--- src/rtl/led_blink_sequencer_power_gate_unit_defines.svh ---
// Shared assertion macros for the blink sequencer.
// Both macros sample on clk_i and are quiet while rst_ni is low.
`ifndef LED_BLINK_SEQUENCER_POWER_GATE_UNIT_DEFINES_SVH
`define LED_BLINK_SEQUENCER_POWER_GATE_UNIT_DEFINES_SVH

// Consequent must hold in the same cycle as the antecedent.
`define LBSPG_ASSERT_IMP(lbl, ante, cons, msg) \
  lbl: assert property (@(posedge clk_i) disable iff (!rst_ni) (ante) |-> (cons)) \
    else $error(msg);

// Consequent must hold in the cycle after the antecedent.
`define LBSPG_ASSERT_NXT(lbl, ante, cons, msg) \
  lbl: assert property (@(posedge clk_i) disable iff (!rst_ni) (ante) |=> (cons)) \
    else $error(msg);

`endif

--- src/rtl/lbspg_pkg.sv ---
`default_nettype none

package lbspg_pkg;

  localparam int QUEUE_DEPTH = 16;
  localparam int NUM_PIXELS  = 2;

  // Command queue between front and back end
  localparam int CMDQ_DEPTH = 2;
  localparam int CMDQ_AW    = $clog2(CMDQ_DEPTH);
  localparam int CMDQ_CW    = $clog2(CMDQ_DEPTH + 1);

  // Register indexes
  localparam logic [1:0] CFG_IDLE_TIMEOUT = 2'd0;
  localparam logic [1:0] CFG_SETTLE       = 2'd1;
  localparam logic [1:0] CFG_GATE_EN      = 2'd2;

  localparam logic [15:0] IDLE_TIMEOUT_RST = 16'd15000;
  localparam logic [7:0]  SETTLE_RST       = 8'd10;
  localparam logic        GATE_EN_RST      = 1'b1;

  typedef enum logic [1:0] {
    KIND_PIXEL    = 2'd0,
    KIND_RAIL_ON  = 2'd1,
    KIND_RAIL_OFF = 2'd2,
    KIND_DROP     = 2'd3
  } kind_e;

  typedef enum logic [2:0] {
    PH_IDLE   = 3'd0,
    PH_SETTLE = 3'd1,
    PH_ON     = 3'd2,
    PH_GAP    = 3'd3
  } phase_e;

  typedef struct packed {
    logic [7:0]  led_idx;
    logic [7:0]  red;
    logic [7:0]  green;
    logic [7:0]  blue;
    logic [7:0]  flash_cnt;
    logic [15:0] on_ms;
    logic [15:0] off_ms;
  } req_t;

  typedef struct packed {
    logic is_tick;
    req_t req;
  } cmd_t;

  typedef struct packed {
    logic empty;
    logic full;
    logic last;
  } fifo_stat_t;

  typedef struct packed {
    logic       valid;
    kind_e      kind;
    logic [7:0] pixel;
    logic [7:0] red;
    logic [7:0] green;
    logic [7:0] blue;
  } res_t;

endpackage

`default_nettype wire

--- src/rtl/led_blink_sequencer_power_gate_unit.sv ---
// A transfer passes the command queue, then its result (if any) the result register.
// Throughput: one item per cycle while in_stall_o is low; a two-entry command queue and
// the result register absorb two more transfers while a result waits to be taken.
// Request queue: at most one memory write and one head read per cycle, head prefetched.
// Reset (rst_ni low, asynchronous): queues empty, rail off, timer disarmed,
// registers back to 15000 / 10 / gating on. No clearing pass is needed.
`default_nettype none

module led_blink_sequencer_power_gate_unit #(
  parameter int QueueDepth = lbspg_pkg::QUEUE_DEPTH,
  parameter int NumPixels  = lbspg_pkg::NUM_PIXELS
) (
  input  wire logic        clk_i,
  input  wire logic        rst_ni,
  // register writes
  input  wire logic        cfg_we_i,
  input  wire logic [1:0]  cfg_index_i,
  input  wire logic [15:0] cfg_data_i,
  // item channel
  input  wire logic        in_valid_i,
  output logic             in_stall_o,
  input  wire logic        func_i,
  input  wire logic [7:0]  led_idx_i,
  input  wire logic [7:0]  red_i,
  input  wire logic [7:0]  green_i,
  input  wire logic [7:0]  blue_i,
  input  wire logic [7:0]  flash_cnt_i,
  input  wire logic [15:0] on_ms_i,
  input  wire logic [15:0] off_ms_i,
  // result channel
  output logic             out_valid_o,
  input  wire logic        out_stall_i,
  output logic [1:0]       kind_o,
  output logic [7:0]       led_idx_res_o,
  output logic [7:0]       red_res_o,
  output logic [7:0]       green_res_o,
  output logic [7:0]       blue_res_o
);

  lbspg_pkg::cmd_t       cmd;
  logic                  cmd_valid, cmd_pop;
  logic                  push, pop;
  lbspg_pkg::req_t       wdata, head;
  lbspg_pkg::fifo_stat_t stat;
  lbspg_pkg::res_t       res;

  // Front end: take each transfer, tag it as tick or request, queue it
  lbspg_front u_front (
    .clk_i,
    .rst_ni,
    .in_valid_i,
    .in_stall_o,
    .func_i,
    .led_idx_i,
    .red_i,
    .green_i,
    .blue_i,
    .flash_cnt_i,
    .on_ms_i,
    .off_ms_i,
    .cmd_valid_o (cmd_valid),
    .cmd_o       (cmd),
    .cmd_pop_i   (cmd_pop)
  );

  // Pending blink requests; full queue drops are decided by the back end
  lbspg_req_fifo #(
    .QueueDepth (QueueDepth)
  ) u_req_fifo (
    .clk_i,
    .rst_ni,
    .push_i  (push),
    .wdata_i (wdata),
    .pop_i   (pop),
    .head_o  (head),
    .stat_o  (stat)
  );

  // Back end: config registers, phase sequencer, rail gating, idle timer, result register
  lbspg_back #(
    .NumPixels (NumPixels)
  ) u_back (
    .clk_i,
    .rst_ni,
    .cfg_we_i,
    .cfg_index_i,
    .cfg_data_i,
    .cmd_valid_i (cmd_valid),
    .cmd_i       (cmd),
    .cmd_pop_o   (cmd_pop),
    .push_o      (push),
    .wdata_o     (wdata),
    .pop_o       (pop),
    .head_i      (head),
    .stat_i      (stat),
    .out_valid_o,
    .out_stall_i,
    .out_o       (res)
  );

  assign kind_o        = res.kind;
  assign led_idx_res_o = res.pixel;
  assign red_res_o     = res.red;
  assign green_res_o   = res.green;
  assign blue_res_o    = res.blue;

endmodule

`default_nettype wire

--- src/rtl/lbspg_front.sv ---
`default_nettype none

module lbspg_front (
  input  wire logic              clk_i,
  input  wire logic              rst_ni,
  input  wire logic              in_valid_i,
  output logic                   in_stall_o,
  input  wire logic              func_i,
  input  wire logic [7:0]        led_idx_i,
  input  wire logic [7:0]        red_i,
  input  wire logic [7:0]        green_i,
  input  wire logic [7:0]        blue_i,
  input  wire logic [7:0]        flash_cnt_i,
  input  wire logic [15:0]       on_ms_i,
  input  wire logic [15:0]       off_ms_i,
  output logic                   cmd_valid_o,
  output lbspg_pkg::cmd_t        cmd_o,
  input  wire logic              cmd_pop_i
);

  lbspg_pkg::cmd_t                  q_mem [lbspg_pkg::CMDQ_DEPTH];
  lbspg_pkg::cmd_t                  in_cmd;
  logic [lbspg_pkg::CMDQ_AW-1:0]    wr_q, wr_d, rd_q, rd_d;
  logic [lbspg_pkg::CMDQ_CW-1:0]    cnt_q, cnt_d;
  logic                             accept;

  // Classify: func selects tick or blink request
  always_comb begin
    in_cmd               = '0;
    in_cmd.is_tick       = func_i;
    in_cmd.req.led_idx   = led_idx_i;
    in_cmd.req.red       = red_i;
    in_cmd.req.green     = green_i;
    in_cmd.req.blue      = blue_i;
    in_cmd.req.flash_cnt = flash_cnt_i;
    in_cmd.req.on_ms     = on_ms_i;
    in_cmd.req.off_ms    = off_ms_i;
  end

  assign in_stall_o  = (cnt_q == lbspg_pkg::CMDQ_CW'(lbspg_pkg::CMDQ_DEPTH));
  assign accept      = in_valid_i && !in_stall_o;
  assign cmd_valid_o = (cnt_q != '0);
  assign cmd_o       = q_mem[rd_q];

  always_comb begin
    wr_d  = wr_q;
    rd_d  = rd_q;
    cnt_d = cnt_q;
    if (accept) begin
      wr_d = (wr_q == lbspg_pkg::CMDQ_AW'(lbspg_pkg::CMDQ_DEPTH - 1)) ? '0 : wr_q + 1'b1;
    end
    if (cmd_pop_i) begin
      rd_d = (rd_q == lbspg_pkg::CMDQ_AW'(lbspg_pkg::CMDQ_DEPTH - 1)) ? '0 : rd_q + 1'b1;
    end
    case ({accept, cmd_pop_i})
      2'b10:   cnt_d = cnt_q + 1'b1;
      2'b01:   cnt_d = cnt_q - 1'b1;
      default: cnt_d = cnt_q;
    endcase
  end

  always_ff @(posedge clk_i or negedge rst_ni) begin
    if (!rst_ni) begin
      wr_q  <= '0;
      rd_q  <= '0;
      cnt_q <= '0;
    end else begin
      wr_q  <= wr_d;
      rd_q  <= rd_d;
      cnt_q <= cnt_d;
    end
  end

  always_ff @(posedge clk_i) begin
    if (accept) begin
      q_mem[wr_q] <= in_cmd;
    end
  end

endmodule

`default_nettype wire

--- src/rtl/lbspg_req_fifo.sv ---
`default_nettype none

module lbspg_req_fifo #(
  parameter int QueueDepth = lbspg_pkg::QUEUE_DEPTH
) (
  input  wire logic              clk_i,
  input  wire logic              rst_ni,
  input  wire logic              push_i,
  input  wire lbspg_pkg::req_t   wdata_i,
  input  wire logic              pop_i,
  output lbspg_pkg::req_t        head_o,
  output lbspg_pkg::fifo_stat_t  stat_o
);

  localparam int AW = (QueueDepth > 1) ? $clog2(QueueDepth) : 1;
  localparam int CW = $clog2(QueueDepth + 1);

  lbspg_pkg::req_t  mem [QueueDepth];
  lbspg_pkg::req_t  head_q;
  logic [AW-1:0]    head_ptr_q, head_ptr_d, tail_q, tail_d;
  logic [CW-1:0]    cnt_q, cnt_d;

  assign stat_o.empty = (cnt_q == '0);
  assign stat_o.full  = (cnt_q == CW'(QueueDepth));
  assign stat_o.last  = (cnt_q == CW'(1));
  assign head_o       = head_q;

  always_comb begin
    head_ptr_d = head_ptr_q;
    tail_d     = tail_q;
    cnt_d      = cnt_q;
    if (pop_i) begin
      head_ptr_d = (head_ptr_q == AW'(QueueDepth - 1)) ? '0 : head_ptr_q + 1'b1;
      cnt_d      = cnt_q - 1'b1;
    end else if (push_i) begin
      tail_d = (tail_q == AW'(QueueDepth - 1)) ? '0 : tail_q + 1'b1;
      cnt_d  = cnt_q + 1'b1;
    end
  end

  always_ff @(posedge clk_i or negedge rst_ni) begin
    if (!rst_ni) begin
      head_ptr_q <= '0;
      tail_q     <= '0;
      cnt_q      <= '0;
    end else begin
      head_ptr_q <= head_ptr_d;
      tail_q     <= tail_d;
      cnt_q      <= cnt_d;
    end
  end

  // Keep the head entry prefetched; bypass a write into an empty queue
  always_ff @(posedge clk_i) begin
    if (push_i) begin
      mem[tail_q] <= wdata_i;
    end
    if (push_i && (tail_q == head_ptr_d)) begin
      head_q <= wdata_i;
    end else begin
      head_q <= mem[head_ptr_d];
    end
  end

endmodule

`default_nettype wire

--- src/rtl/lbspg_back.sv ---
`default_nettype none

`include "led_blink_sequencer_power_gate_unit_defines.svh"

module lbspg_back #(
  parameter int NumPixels = lbspg_pkg::NUM_PIXELS
) (
  input  wire logic                  clk_i,
  input  wire logic                  rst_ni,
  input  wire logic                  cfg_we_i,
  input  wire logic [1:0]            cfg_index_i,
  input  wire logic [15:0]           cfg_data_i,
  input  wire logic                  cmd_valid_i,
  input  wire lbspg_pkg::cmd_t       cmd_i,
  output logic                       cmd_pop_o,
  output logic                       push_o,
  output lbspg_pkg::req_t            wdata_o,
  output logic                       pop_o,
  input  wire lbspg_pkg::req_t       head_i,
  input  wire lbspg_pkg::fifo_stat_t stat_i,
  output logic                       out_valid_o,
  input  wire logic                  out_stall_i,
  output lbspg_pkg::res_t            out_o
);

  lbspg_pkg::phase_e phase_q, phase_d;
  logic [15:0]       timer_q, timer_d;
  logic [7:0]        blinks_q, blinks_d;
  lbspg_pkg::req_t   act_q, act_d;
  logic              rail_q, rail_d;
  logic [15:0]       idle_t_q, idle_t_d;
  logic              armed_q, armed_d;
  logic [15:0]       timeout_q;
  logic [7:0]        settle_q;
  logic              gate_q;
  logic              out_valid_q, out_valid_d;
  lbspg_pkg::res_t   out_q;
  lbspg_pkg::res_t   res;
  lbspg_pkg::req_t   start_src;
  logic              do_start, do_finish, go, empty_after;

  function automatic lbspg_pkg::res_t pix_write(input lbspg_pkg::req_t src, input logic lit);
    lbspg_pkg::res_t r;
    r       = '0;
    r.kind  = lbspg_pkg::KIND_PIXEL;
    r.valid = (src.led_idx < 8'(NumPixels));
    r.pixel = src.led_idx;
    if (lit) begin
      r.red   = src.red;
      r.green = src.green;
      r.blue  = src.blue;
    end
    return r;
  endfunction

  // Take a command only when the result register is free or draining
  assign go          = cmd_valid_i && (!out_valid_q || !out_stall_i);
  assign cmd_pop_o   = go;
  assign wdata_o     = cmd_i.req;
  assign out_valid_o = out_valid_q;
  assign out_o       = out_q;
  assign empty_after = pop_o ? stat_i.last : stat_i.empty;

  always_comb begin
    phase_d   = phase_q;
    timer_d   = timer_q;
    blinks_d  = blinks_q;
    act_d     = act_q;
    rail_d    = rail_q;
    idle_t_d  = idle_t_q;
    armed_d   = armed_q;
    push_o    = 1'b0;
    pop_o     = 1'b0;
    do_start  = 1'b0;
    do_finish = 1'b0;
    start_src = act_q;
    res       = '0;
    res.kind  = lbspg_pkg::KIND_PIXEL;

    if (go) begin
      if (cmd_i.is_tick) begin
        if (phase_q != lbspg_pkg::PH_IDLE) begin
          if (timer_q > 16'd1) begin
            timer_d = timer_q - 16'd1;
          end else begin
            case (phase_q)
              lbspg_pkg::PH_SETTLE: begin
                do_start = 1'b1;
              end
              lbspg_pkg::PH_ON: begin
                res      = pix_write(act_q, 1'b0);
                blinks_d = blinks_q - 8'd1;
                if (blinks_q != 8'd1) begin
                  phase_d = lbspg_pkg::PH_GAP;
                  timer_d = act_q.off_ms;
                end else begin
                  do_finish = 1'b1;
                end
              end
              lbspg_pkg::PH_GAP: begin
                phase_d = lbspg_pkg::PH_ON;
                timer_d = act_q.on_ms;
                res     = pix_write(act_q, 1'b1);
              end
              default: ;
            endcase
          end
        end else if (!stat_i.empty) begin
          pop_o   = 1'b1;
          act_d   = head_i;
          armed_d = 1'b0;
          if (gate_q && !rail_q) begin
            rail_d    = 1'b1;
            phase_d   = lbspg_pkg::PH_SETTLE;
            timer_d   = {8'd0, settle_q};
            res.valid = 1'b1;
            res.kind  = lbspg_pkg::KIND_RAIL_ON;
          end else begin
            do_start  = 1'b1;
            start_src = head_i;
          end
        end else if (armed_q) begin
          if (idle_t_q > 16'd1) begin
            idle_t_d = idle_t_q - 16'd1;
          end else begin
            armed_d  = 1'b0;
            idle_t_d = '0;
            if (gate_q && rail_q) begin
              rail_d    = 1'b0;
              res.valid = 1'b1;
              res.kind  = lbspg_pkg::KIND_RAIL_OFF;
            end
          end
        end
      end else begin
        if (stat_i.full) begin
          res.valid = 1'b1;
          res.kind  = lbspg_pkg::KIND_DROP;
          res.pixel = cmd_i.req.led_idx;
        end else begin
          push_o   = 1'b1;
          armed_d  = 1'b0;
          idle_t_d = '0;
        end
      end
    end

    if (do_start) begin
      blinks_d = start_src.flash_cnt;
      if (start_src.flash_cnt == 8'd0) begin
        do_finish = 1'b1;
      end else begin
        phase_d = lbspg_pkg::PH_ON;
        timer_d = start_src.on_ms;
        res     = pix_write(start_src, 1'b1);
      end
    end

    if (do_finish) begin
      phase_d  = lbspg_pkg::PH_IDLE;
      timer_d  = '0;
      blinks_d = '0;
      if (empty_after && gate_q) begin
        armed_d  = 1'b1;
        idle_t_d = timeout_q;
      end
    end

    out_valid_d = out_valid_q;
    if (go) begin
      out_valid_d = res.valid;
    end else if (!out_stall_i) begin
      out_valid_d = 1'b0;
    end
  end

  always_ff @(posedge clk_i or negedge rst_ni) begin
    if (!rst_ni) begin
      phase_q     <= lbspg_pkg::PH_IDLE;
      timer_q     <= '0;
      blinks_q    <= '0;
      act_q       <= '0;
      rail_q      <= 1'b0;
      idle_t_q    <= '0;
      armed_q     <= 1'b0;
      out_valid_q <= 1'b0;
      timeout_q   <= lbspg_pkg::IDLE_TIMEOUT_RST;
      settle_q    <= lbspg_pkg::SETTLE_RST;
      gate_q      <= lbspg_pkg::GATE_EN_RST;
    end else begin
      phase_q     <= phase_d;
      timer_q     <= timer_d;
      blinks_q    <= blinks_d;
      act_q       <= act_d;
      rail_q      <= rail_d;
      idle_t_q    <= idle_t_d;
      armed_q     <= armed_d;
      out_valid_q <= out_valid_d;
      if (cfg_we_i) begin
        case (cfg_index_i)
          lbspg_pkg::CFG_IDLE_TIMEOUT: timeout_q <= cfg_data_i;
          lbspg_pkg::CFG_SETTLE:       settle_q  <= cfg_data_i[7:0];
          lbspg_pkg::CFG_GATE_EN:      gate_q    <= cfg_data_i[0];
          default: ;
        endcase
      end
    end
  end

  always_ff @(posedge clk_i) begin
    if (go) begin
      out_q <= res;
    end
  end

  `LBSPG_ASSERT_NXT(a_drop_when_full,
    go && !cmd_i.is_tick && stat_i.full,
    out_valid_q && (out_q.kind == lbspg_pkg::KIND_DROP), "full queue did not drop request")
  `LBSPG_ASSERT_NXT(a_rail_on_settles,
    go && res.valid && (res.kind == lbspg_pkg::KIND_RAIL_ON),
    rail_q && (phase_q == lbspg_pkg::PH_SETTLE), "rail on without settle phase")
  `LBSPG_ASSERT_NXT(a_rail_off_clean,
    go && res.valid && (res.kind == lbspg_pkg::KIND_RAIL_OFF),
    !rail_q && !armed_q, "rail off left rail or timer active")
  `LBSPG_ASSERT_IMP(a_armed_only_idle,
    armed_q,
    (phase_q == lbspg_pkg::PH_IDLE) && stat_i.empty, "idle timer armed while busy")

endmodule

`default_nettype wire

--- config.mk ---
export PLATFORM = sky130hd
export DESIGN_NAME = led_blink_sequencer_power_gate_unit
export DESIGN_NICKNAME = d
export VERILOG_FILES = /design/src/rtl/lbspg_pkg.sv /design/src/rtl/led_blink_sequencer_power_gate_unit.sv /design/src/rtl/lbspg_front.sv /design/src/rtl/lbspg_req_fifo.sv /design/src/rtl/lbspg_back.sv
export VERILOG_INCLUDE_DIRS = /design/src /design/src/rtl
export SDC_FILE = /design/constraint.sdc
export NUM_CORES = 1
export LEC_CHECK = 0
export ABC_AREA = 1
export BUFFER_PORTS_ARGS = -buffer_cell sky130_fd_sc_hd__buf_2
export CAP_MARGIN = 25
export CORE_UTILIZATION = 55
export DETAILED_ROUTE_END_ITERATION = 10
export PLACE_DENSITY = 0.69
export SYNTH_ARGS = -nofsm -noshare
export SYNTH_HDL_FRONTEND = slang
export SYNTH_SLANG_ARGS = --single-unit
--- constraint.sdc ---
create_clock -name clk_i -period 10.7 [get_ports clk_i]
set_input_delay 2.14 -clock clk_i [delete_from_list [all_inputs] [get_ports clk_i]]
set_output_delay 2.14 -clock clk_i [all_outputs]
set_load 0.1 [all_outputs]
# == Yosys cells after proc, flatten, opt, wreduce, memory -nomap -nowiden ==
# Memories as Yosys holds them, arrays and structs flattened. A register that Yosys moved wholly into a read port is not among the register bits.
# Index checks and enable logic that the tools add are counted.
# totals
register_bits,194
ramBits,1298
input_bits,96
output_inout_bits,36
n_memories,2
# mem_list
memory,words,word_bits,read_ports,rd_clocked_by_memory_dff,wr,line_no,text
u_req_fifo.mem,16,72,1,1,1,lbspg_req_fifo.sv:18,lbspg_pkg::req_t mem [QueueDepth];
u_front.q_mem,2,73,1,0,1,lbspg_front.sv:21,lbspg_pkg::cmd_t q_mem [lbspg_pkg::CMDQ_DEPTH];
# op_classes
addsub,11
n_lt_le_gt_ge,4
n_eq_ne,18
mux,109
bitwise,3
reduce_logical,29
# op_table
cell,count
$mux W72,5
$mux W16,19
$mux W35,4
$pmux W35 S2,1
$mux W8,7
$mux W3,16
$mux W1,45
$gt A16 B1 Y1 const B,2
$mux W32,1
$pmux W16 S2,1
$sub A16 B1 Y16 const B,2
$mux W24,1
$mux W11,2
$lt A8 B2 Y1 const B,2
$reduce_bool A3 Y1,5
$mux W4,3
$mux W5,2
$add A4 B1 Y4 const B,2
$eq A4 B4 Y1 const B,2
$logic_not A8 Y1,1
$ne A8 B1 Y1 const B,1
$reduce_and A2 Y1,4
$reduce_bool A2 Y1,4
$sub A8 B1 Y8 const B,1
other kinds (25),41

# == Depth between registers and ports, before layout ==
# Gate-level depths: netlist of the first run.
# logic_depth
depth_word,12
mapped_depth,20
depth_no_buf,18

# == Cells and area by module ==
# A second synthesis of the first run with hierarchy kept.
# unflattened
hier_cells,6495
area_unflattened_um2,66272.3
# by_module_without_submodules
module,instances,cells_per_inst,area_per_inst_um2
lbspg_req_fifo,1,4747,50164.4
lbspg_back,1,1340,10436.3
lbspg_front,1,408,5671.7

# == Least setup slack after synthesis of the first run ==
# Ideal clock, no wire load.
# synth_path
path_type,input to register
from,input out_stall_i
to,"memory u_req_fifo.mem[11][0] (netlist name), enable pin"
setup_ns,0.503
arrival_time_ns,6.012
required_time_ns,10.197
setup_slack_ns,4.185
stages,6
n_path_buf,1
cell_sequence,nand2_1 -> o21ai_4 -> nor2_1 -> clkbuf_1 -> nand2_1 -> nor2_1
# synth_between
elab_chain_len,6
# synth_rtl
element,line_no,text
start: declaration,led_blink_sequencer_power_gate_unit.sv:32,"input wire logic out_stall_i,"
$logic_not A1 Y1,lbspg_back.sv:57,assign go = cmd_valid_i && (!out_valid_q || !out_stall_i);
$logic_or A1 B1 Y1,lbspg_back.sv:57,
$logic_and A1 B1 Y1,lbspg_back.sv:57,
$mux W1,lbspg_back.sv:80,if (go) begin
$mux W1,lbspg_req_fifo.sv:55,if (push_i) begin
$mux W1 (not written as such),lbspg_req_fifo.sv:56,mem[tail_q] <= wdata_i;
end: declaration,lbspg_req_fifo.sv:18,
# No other way between the ends.

# == Worst setup path in the final report of the first run ==
# layout_path
from,input out_stall_i
to,register u_back.blinks_q[4]
# layout_between
elab_chain_len,9
word_cells_on_any_way,17
# layout_rtl
element,line_no,text
$logic_not A1 Y1 (*),lbspg_back.sv:57,
$logic_or A1 B1 Y1 (*),lbspg_back.sv:57,
$logic_and A1 B1 Y1 (*),lbspg_back.sv:57,
via cmd_pop,led_blink_sequencer_power_gate_unit.sv:41,"logic cmd_valid, cmd_pop;"
$mux W72,lbspg_back.sv:80,
$logic_not A8 Y1,lbspg_back.sv:150,if (start_src.flash_cnt == 8'd0) begin
$mux W1,lbspg_back.sv:150,
$mux W1,lbspg_back.sv:148,if (do_start) begin
$ne A3 B1 Y1 (no line) / $reduce_bool A3 Y1 (equally long branches),n/a,
$reduce_and A5 Y1 (no line),n/a,
end signal: assignment,lbspg_back.sv:193,blinks_q <= blinks_d;
end: declaration,lbspg_back.sv:28,"logic [7:0] blinks_q, blinks_d;"
# Mark *: on every way through the listed nets, which the timed path passes. The rest lies on a longest branch.
# A chain may end at the register's enable or synchronous reset.

==> results of run 1 <==
## synthesized netlist by cell type (4+ instances only)
cell type | count | area, um^2
nor2_1 | 677 | 2540
xor2_1 | 18 | 158
edfxtp_1 | 1332 | 40000
buf_2 | 86 | 430
or2_2 | 8 | 50.1
xnor2_1 | 8 | 70.1
nor2_2 | 4 | 25.0
buf_1 | 22 | 82.6
nand2_1 | 815 | 3060
mux2_2 | 8 | 90.1
o221ai_1 | 175 | 1530
o22ai_1 | 90 | 563
mux2i_1 | 18 | 180
o21ai_0 | 658 | 3290
clkinv_1 | 4 | 15.0
o211ai_1 | 64 | 480
buf_6 | 9 | 101
nand3_1 | 256 | 1280
a31oi_1 | 32 | 200
clkbuf_1 | 187 | 702
a221oi_1 | 4 | 35.0
a21oi_1 | 38 | 190
o21ai_1 | 24 | 120
dfxtp_1 | 4 | 80.1
dfstp_2 | 10 | 263
a22oi_1 | 13 | 97.6
inv_1 | 209 | 785
nor3_1 | 13 | 65.1
nand4_1 | 11 | 68.8
buf_4 | 8 | 60.1
ha_1 | 16 | 200
inv_2 | 6 | 22.5
dfrtp_1 | 150 | 3750
nand2_4 | 4 | 45.0
## per-layer routing
metal | part of all wire | GRT usage
met5 | 0 | 0
met3 | 0.089 | 0.0500
met4 | 0.031 | 0.102
met2 | 0.46 | 0.441
met1 | 0.42 | 0.407
## cell usage in the layout, fill, tap and decap left out, types with 37 or more instances in the layout
cell type     n
edfxtp_1   1332
nand2_1     815
o21ai_0     658
nor2_1      658
nand3_1     256
inv_1       208
o221ai_1    175
clkbuf_16   153
dfrtp_1     149
buf_2       130
o22ai_1      90
o211ai_1     64
buf_4        62
clkbuf_1     42
a21oi_1      38
clkinv_1     37
## sequential cells by signal, indices dropped and copies added, names as in the netlist, named ones only
signal                 flops
u_back.act_q              72
u_back.armed_q             1
u_back.blinks_q            8
u_back.gate_q              1
u_back.idle_t_q           16
u_back.out_o              34
u_back.out_valid_o         1
u_back.phase_q             3
u_back.rail_q              1
u_back.settle_q            8
u_back.timeout_q          16
u_back.timer_q            16
u_front.cnt_q              2
u_front.q_mem            146
u_front.rd_q               1
u_front.wr_q               1
u_req_fifo.cnt_q           5
u_req_fifo.head_ptr_q      4
u_req_fifo.mem          1152
u_req_fifo.tail_q          4
## kinds of logic after synthesis
family / share of synthesized area
buffers and inverters: 0.0364
DFF: 0.724
muxes: 0.00444
and+or+nand+nor: 0.119
AOI/OAI and AO/OA: 0.110
adders and majority gates: 0.00329
xor gates and xnor gates: 0.00374
## worst min path at each step
stage	slack, ns	to	cells after the start
2_1_floorplan	0.44	u_back.phase_q[2]$_DFF_PN0_	1
6_report	0.39	u_back.phase_q[2]$_DFF_PN0_	0
3_5_place_dp	0.39	u_back.phase_q[2]$_DFF_PN0_	0
5_1_grt	0.41	u_back.phase_q[2]$_DFF_PN0_	0
3_3_place_gp	0.38	u_back.phase_q[2]$_DFF_PN0_	0
4_1_cts	0.40	u_back.phase_q[2]$_DFF_PN0_	0
## power by group through the flow
stage | Clock [mW] | Combinational (mW) | Sequential [mW]
floorplan | 0 | 1.14 | 8.60
global placement | 0 | 2.51 | 8.23
detailed placement | 0 | 2.56 | 8.24
CTS | 5.05 | 2.56 | 8.13
global route | 5.27 | 2.74 | 8.18
finish | 4.99 | 2.56 | 8.14
## critical path: stages
cell and delay, ns:
buf_2 0.09, nand2_1 0.14, o21ai_4 0.11, inv_4 0.49, nand2_4 0.33, inv_4 0.29
nand2_4 0.14, nor2_8 0.36, inv_2 0.13, buf_4 0.35, nand2_1 0.14, nand2_1 0.08
nand2_1 0.09, nor2_2 0.05, nand2_2 0.51, nand2_4 0.54, nand2_4 0.54, nand2_1 0.12
o21ai_1 0.15
## cell type report
| cell class | count | area (um^2) | share of cell area |
|---|---|---|---|
| clock buffers | 204 | 4110 | 0.0608 |
| clock inverters | 79 | 629 | 0.00931 |
| inverters | 222 | 868 | 0.0128 |
| multi-input cells | 2984 | 14700 | 0.218 |
| flip-flops and latches | 1496 | 44100 | 0.652 |
| well taps | 1476 | 1850 | 0.0273 |
| repair buffers | 200 | 1310 | 0.0193 |
## through the flow
step	cells	setup slack (ns)
2_1_floorplan	5014	4.19
3_3_place_gp	6372	3.96
3_5_place_dp	6374	3.78
4_1_cts	6657	4.58
5_1_grt	6661	4.18
6_report	6661	4.48
==> results.md, run 1 <==
* Outcome: finished clean
* Asr flop ratio synth at 0.107
* Pwr/cell area at between 200 and 250 nW/um^2
* Post-CTS setup buffers at 0
* Vias in the first global route at about 38000
* Horiz. Die Dim at 335 um
* Switching share of power at 0.302
* Post-DP Area at 62800 um^2
* Residual DRC count at 0
* CP Launch Point: out_stall_i
* Yosys warns at 0
* Total Routed Length at approximately 160000 um
* Maximum clock insertion buffer count at 3
* Final core occ at 0.619
* Post-synth top flop: edfxtp_1
* H-tree depth at 4
* Nets@finish at between 5000 and 6000
* Gp weighted congestion at 0.975
* RSZ-0062 raised after global routing: false
* Final hold slack at between 0.3 and 0.4 ns
* Logic pwr share at 0.163
* Cell-internal power at 11.0 mW
* Clock latency on the worst-skew pair at 0.77 ns
* Dpl hpwl at roughly 88000 um
* Fill cell count at 8399
* Post-route cell area at 67600 um^2
* VDD IR max at around 220 uV
* Initial antenna violation count at 1
* Least-Margin Pin Slew at 1.12 ns
* FMAX at between 150 and 200 MHz
* R2R setup slack at 5.28 ns
* Synthesized area at 60900 um^2
* HP Class: reg -> reg
* Worst Skew at around 0.026 ns
* CP endpoint: u_back.blinks_q[4]$_DFFE_PN0P_
* Global-route usage over all layers at 0.285
* Area added between synthesis and finish at 11.0%
* Routed WL per cell at around 24 um
* Syn Inst Count at 5014
* Rows at between 100 and 150
* Total grt overflow at 0
* Clk sinks at around 1500
* First-pass DRT Iterations at 6
* Root buf cell: clkbuf_16
* EDFF count, synth at roughly 1300
* Critical Path AT at 6.88 ns
* Critical path class: in -> reg
* Power, Total at 15.7 mW
* Starting Density at 0.557
* DR vias/cell at around 6.0
* Synth Register Bits at 1496
* Clk pin slew, worst setup/hold paths at around 0.060 ns
* Syn nets at 5126
* CTS tree: done
* Die height at between 300 and 400 um
* Crit path required time at 11.37 ns
* Psw at 4.73 mW
* Core area at 109000 um^2
* Reg power frac at 0.519
* Crit-path max FO at 80
* IO Port Bufs at 131
* Hold Startpoint: u_back.phase_q[2]$_DFF_PN0_
* R2R depth at 16
* Final period util at 0.581
* Crit path capture type: register
* Routed vias at 40300
* CTS buffer count at around 150
* I/O pins at 132
* Max-Cap Viols at 0
* Post-CTS sizing at 0
* CTS Hold Buffers Added at 0
* N_diodes at 0
* Final hold vios at 0
* Global-route wire length before repair at 238000 um
* Worst Setup Start Kind: input port
* Pin count of the biggest net entering global routing at 228
* Layout cells sized above 1 at 0.0930
* Post-Synthesis Mean Instance Area at 12.1 um^2
* Final setup vio count at 0
* Max Transition Viols Final at 0
* Die Area at 112000 um^2
* Tmin final at a little over 6 ns
* Sequential share of the synthesized area at 0.724
* DR iter-0 viols at 4982
* Pleak at 24.1 nW
* Clock power frac at 0.318
* Setup TNS at 0 ns
* Reg2reg end: u_back.blinks_q[4]$_DFFE_PN0P_
* Worst slew margin at 0.253
* Post-route ant nets at 0
* Library cells used by synthesis at 56
No activity file was read; power rests on OpenSTA's default activity.
==> run 2: changes to the inputs <==
==> constraint.sdc (replaced) <==
create_clock -name clk_i -period 6.5 [get_ports clk_i]
set_input_delay 1.3 -clock clk_i [delete_from_list [all_inputs] [get_ports clk_i]]
set_output_delay 1.3 -clock clk_i [all_outputs]
set_load 0.1 [all_outputs]
==> run 2 against run 1 <==
Wire length up 0.87%. Via count down 0.25%. Total power up 69%. Die area unchanged. Utilization up 0.18 points. Combinational power up 71%. Clock skew up 0.0045 ns. Largest cell class unchanged. Highest routed layer is now met5.
==> results.md, run 2 (synthesized netlist as in run 1, its figures left out) <==
* Least-Margin Pin Slew at 1.04 ns
* Most frequent cells in the layout: 1332 x edfxtp_1, 815 x nand2_1, 658 x o21ai_0, 658 x nor2_1, 256 x nand3_1
* Logic pwr share at 0.166
* Switching share of power at 0.297
* VDD IR max at about 300 uV
* Dpl cells at 6368
* CTS tree: done
* Starting Density at 0.557
* Dpl ws at 1.37 ns
* Critical path class: reg -> reg
* Tmin final at 4.87 ns
* Maximum clock insertion buffer count at 3
* Root buf cell: clkbuf_16
* Initial antenna violation count at 3
* H-tree depth at 4
* Register area at 44100 um^2
* Final period util at 0.749
* CP cell instances: nand2_1 > o21ai_4 > nand2_4 > inv_4 > nand2_4 > nor2_8 > nand3_1 > nand2_1 > nand2_1 > nor2_2 > nand2_2 > nand2_4 > nand2_4 > nand2_1 > o21ai_0
* Clock latency on the worst-skew pair at 0.77 ns
* Routed vias at 40200
* First-pass DRT Iterations at 6
* Layout cells sized above 1 at 0.0930
* Final non-filler cell total at around 6600
* Final setup vio count at 0
* IO Port Bufs at 131
* Area added between synthesis and finish at 11.3%
* Reg power frac at 0.506
* Final hold slack at 0.404 ns
* Slowest cell delay on critical path at 0.88 ns
* Post-CTS setup buffers at 0
* Largest regs: u_req_fifo.mem x1152, u_front.q_mem x146, u_back.act_q x72
* CTS buffer count at 152
* Die Area at 112000 um^2
* Crit-path max FO at 45
* Global-route wire length before repair at 238000 um
* Final hold vios at 0
* Pleak at 24.1 nW
* Dpl hpwl at between 90000 and 100000 um
* Rows at approximately 120
* Total Routed Length at between 150000 and 200000 um
* Max-Cap Viols at 0
* Psw at 7.86 mW
* Residual DRC count at 0
* Setup TNS at 0 ns
* CTS Hold Buffers Added at 0
* Fill cell count at 8316
* Footprint of the multi-input gates at around 15000 um^2
* N_diodes at 0
* Gp weighted congestion at 0.905
* Horiz. Die Dim at 335 um
* Worst Setup Start Kind: register
* Pin count of the biggest net entering global routing at between 200 and 250
* HP Class: reg -> reg
* Pwr/cell area at 390 nW/um^2
* DR iter-0 viols at 5048
* DR vias/cell at approximately 6.0
* Total grt overflow at 0
* FMAX at 205 MHz
* Max Transition Viols Final at 0
* Most common cell after layout, fill and taps aside: edfxtp_1
* Slowest cell on crit path: dfrtp_4
* Clk pin slew, worst setup/hold paths at about 0.060 ns
* Cell-internal power at 18.6 mW
* Crit path capture type: register
* Core area at 109000 um^2
* CP delay by family, top: simple AND/OR/NAND/NOR gates
* Vias in the first global route at approximately 38000
* I/O pins at 132
* Worst path bufs/invs at 1
* Crit path required time at just over 7 ns
* Post-CTS sizing at 0
* RSZ-0062 raised after global routing: false
* Max reg flops at roughly 1200
* Clk sinks at 1496
* Critical Path AT at 5.47 ns
* Routed WL per cell at 24.3 um
* Global-route usage over all layers at 0.286
* Worst slew margin at 0.305
* Setup ws final at 1.63 ns
* Worst Skew at 0.0301 ns
* Clock power frac at 0.328
* Outcome: finished clean
* Die height at 335 um
* Biggest register: u_req_fifo.mem
* Nets@finish at 5160
* Post-route ant nets at 0
## run 2: cell types whose count changed in the layout (fill, tap and decap cells not counted), sizes merged
cell      delta
clkinvlp     +2
buf          -9
inv          +3
clkbuf       -6
bufinv      +15
clkinv      -19
## run 2: cell type report
type	count	share of cell area
Tap cell	1476	0.0272
Multi-Input combinational cell	2984	0.217
Clock buffer	197	0.0602
Inverter	222	0.0128
Sequential cell	1496	0.650
Timing Repair Buffer	192	0.0193
Clock inverter	80	0.0126
## run 2: path summary, 6_finish.rpt
kind,cells past startpoint,to,start,slack [ns]
worst max-delay path,15,u_back.blinks_q[0]$_DFFE_PN0P_,u_front.rd_q$_DFFE_PN0P_,1.63
max in group asynchronous,2,u_back.act_q[6]$_DFFE_PN0P_,rst_ni,4.57
min in group asynchronous,1,u_back.settle_q[6]$_DFFE_PN0P_,rst_ni,0.60
worst max register to register,15,u_back.blinks_q[0]$_DFFE_PN0P_,u_front.rd_q$_DFFE_PN0P_,1.63
worst min-delay path,0,u_back.phase_q[2]$_DFF_PN0_,u_back.phase_q[2]$_DFF_PN0_,0.40
worst min register to register,0,u_back.phase_q[2]$_DFF_PN0_,u_back.phase_q[2]$_DFF_PN0_,0.40
## run 2: through the flow
stage	area, um^2	utilization	power (mW)
final	67800	0.620	26.5
after global routing	67800	0.620	27.3
after detailed placement	62900	0.575	17.9
after global placement	62900	0.575	17.8
after CTS	67800	0.620	26.5
after floorplan	60900	-	16.0
## run 2: power by group through the flow
| stage | Combinational (mW) | Sequential (mW) | Clock, mW |
|---|---|---|---|
| 5_1_grt | 4.67 | 13.5 | 9.13 |
| 3_5_place_dp | 4.36 | 13.6 | 0 |
| 4_1_cts | 4.38 | 13.4 | 8.77 |
| 2_1_floorplan | 1.87 | 14.1 | 0 |
| 3_3_place_gp | 4.31 | 13.5 | 0 |
| 6_report | 4.39 | 13.4 | 8.69 |
## run 2: routing by layer
metal,track usage,vias up,wire (um)
met5,0,-,13
met4,0.0908,2,4430
met3,0.0450,246,13400
met2,0.445,1894,74800
met1,0.417,19900,68700
li1,-,18200,-
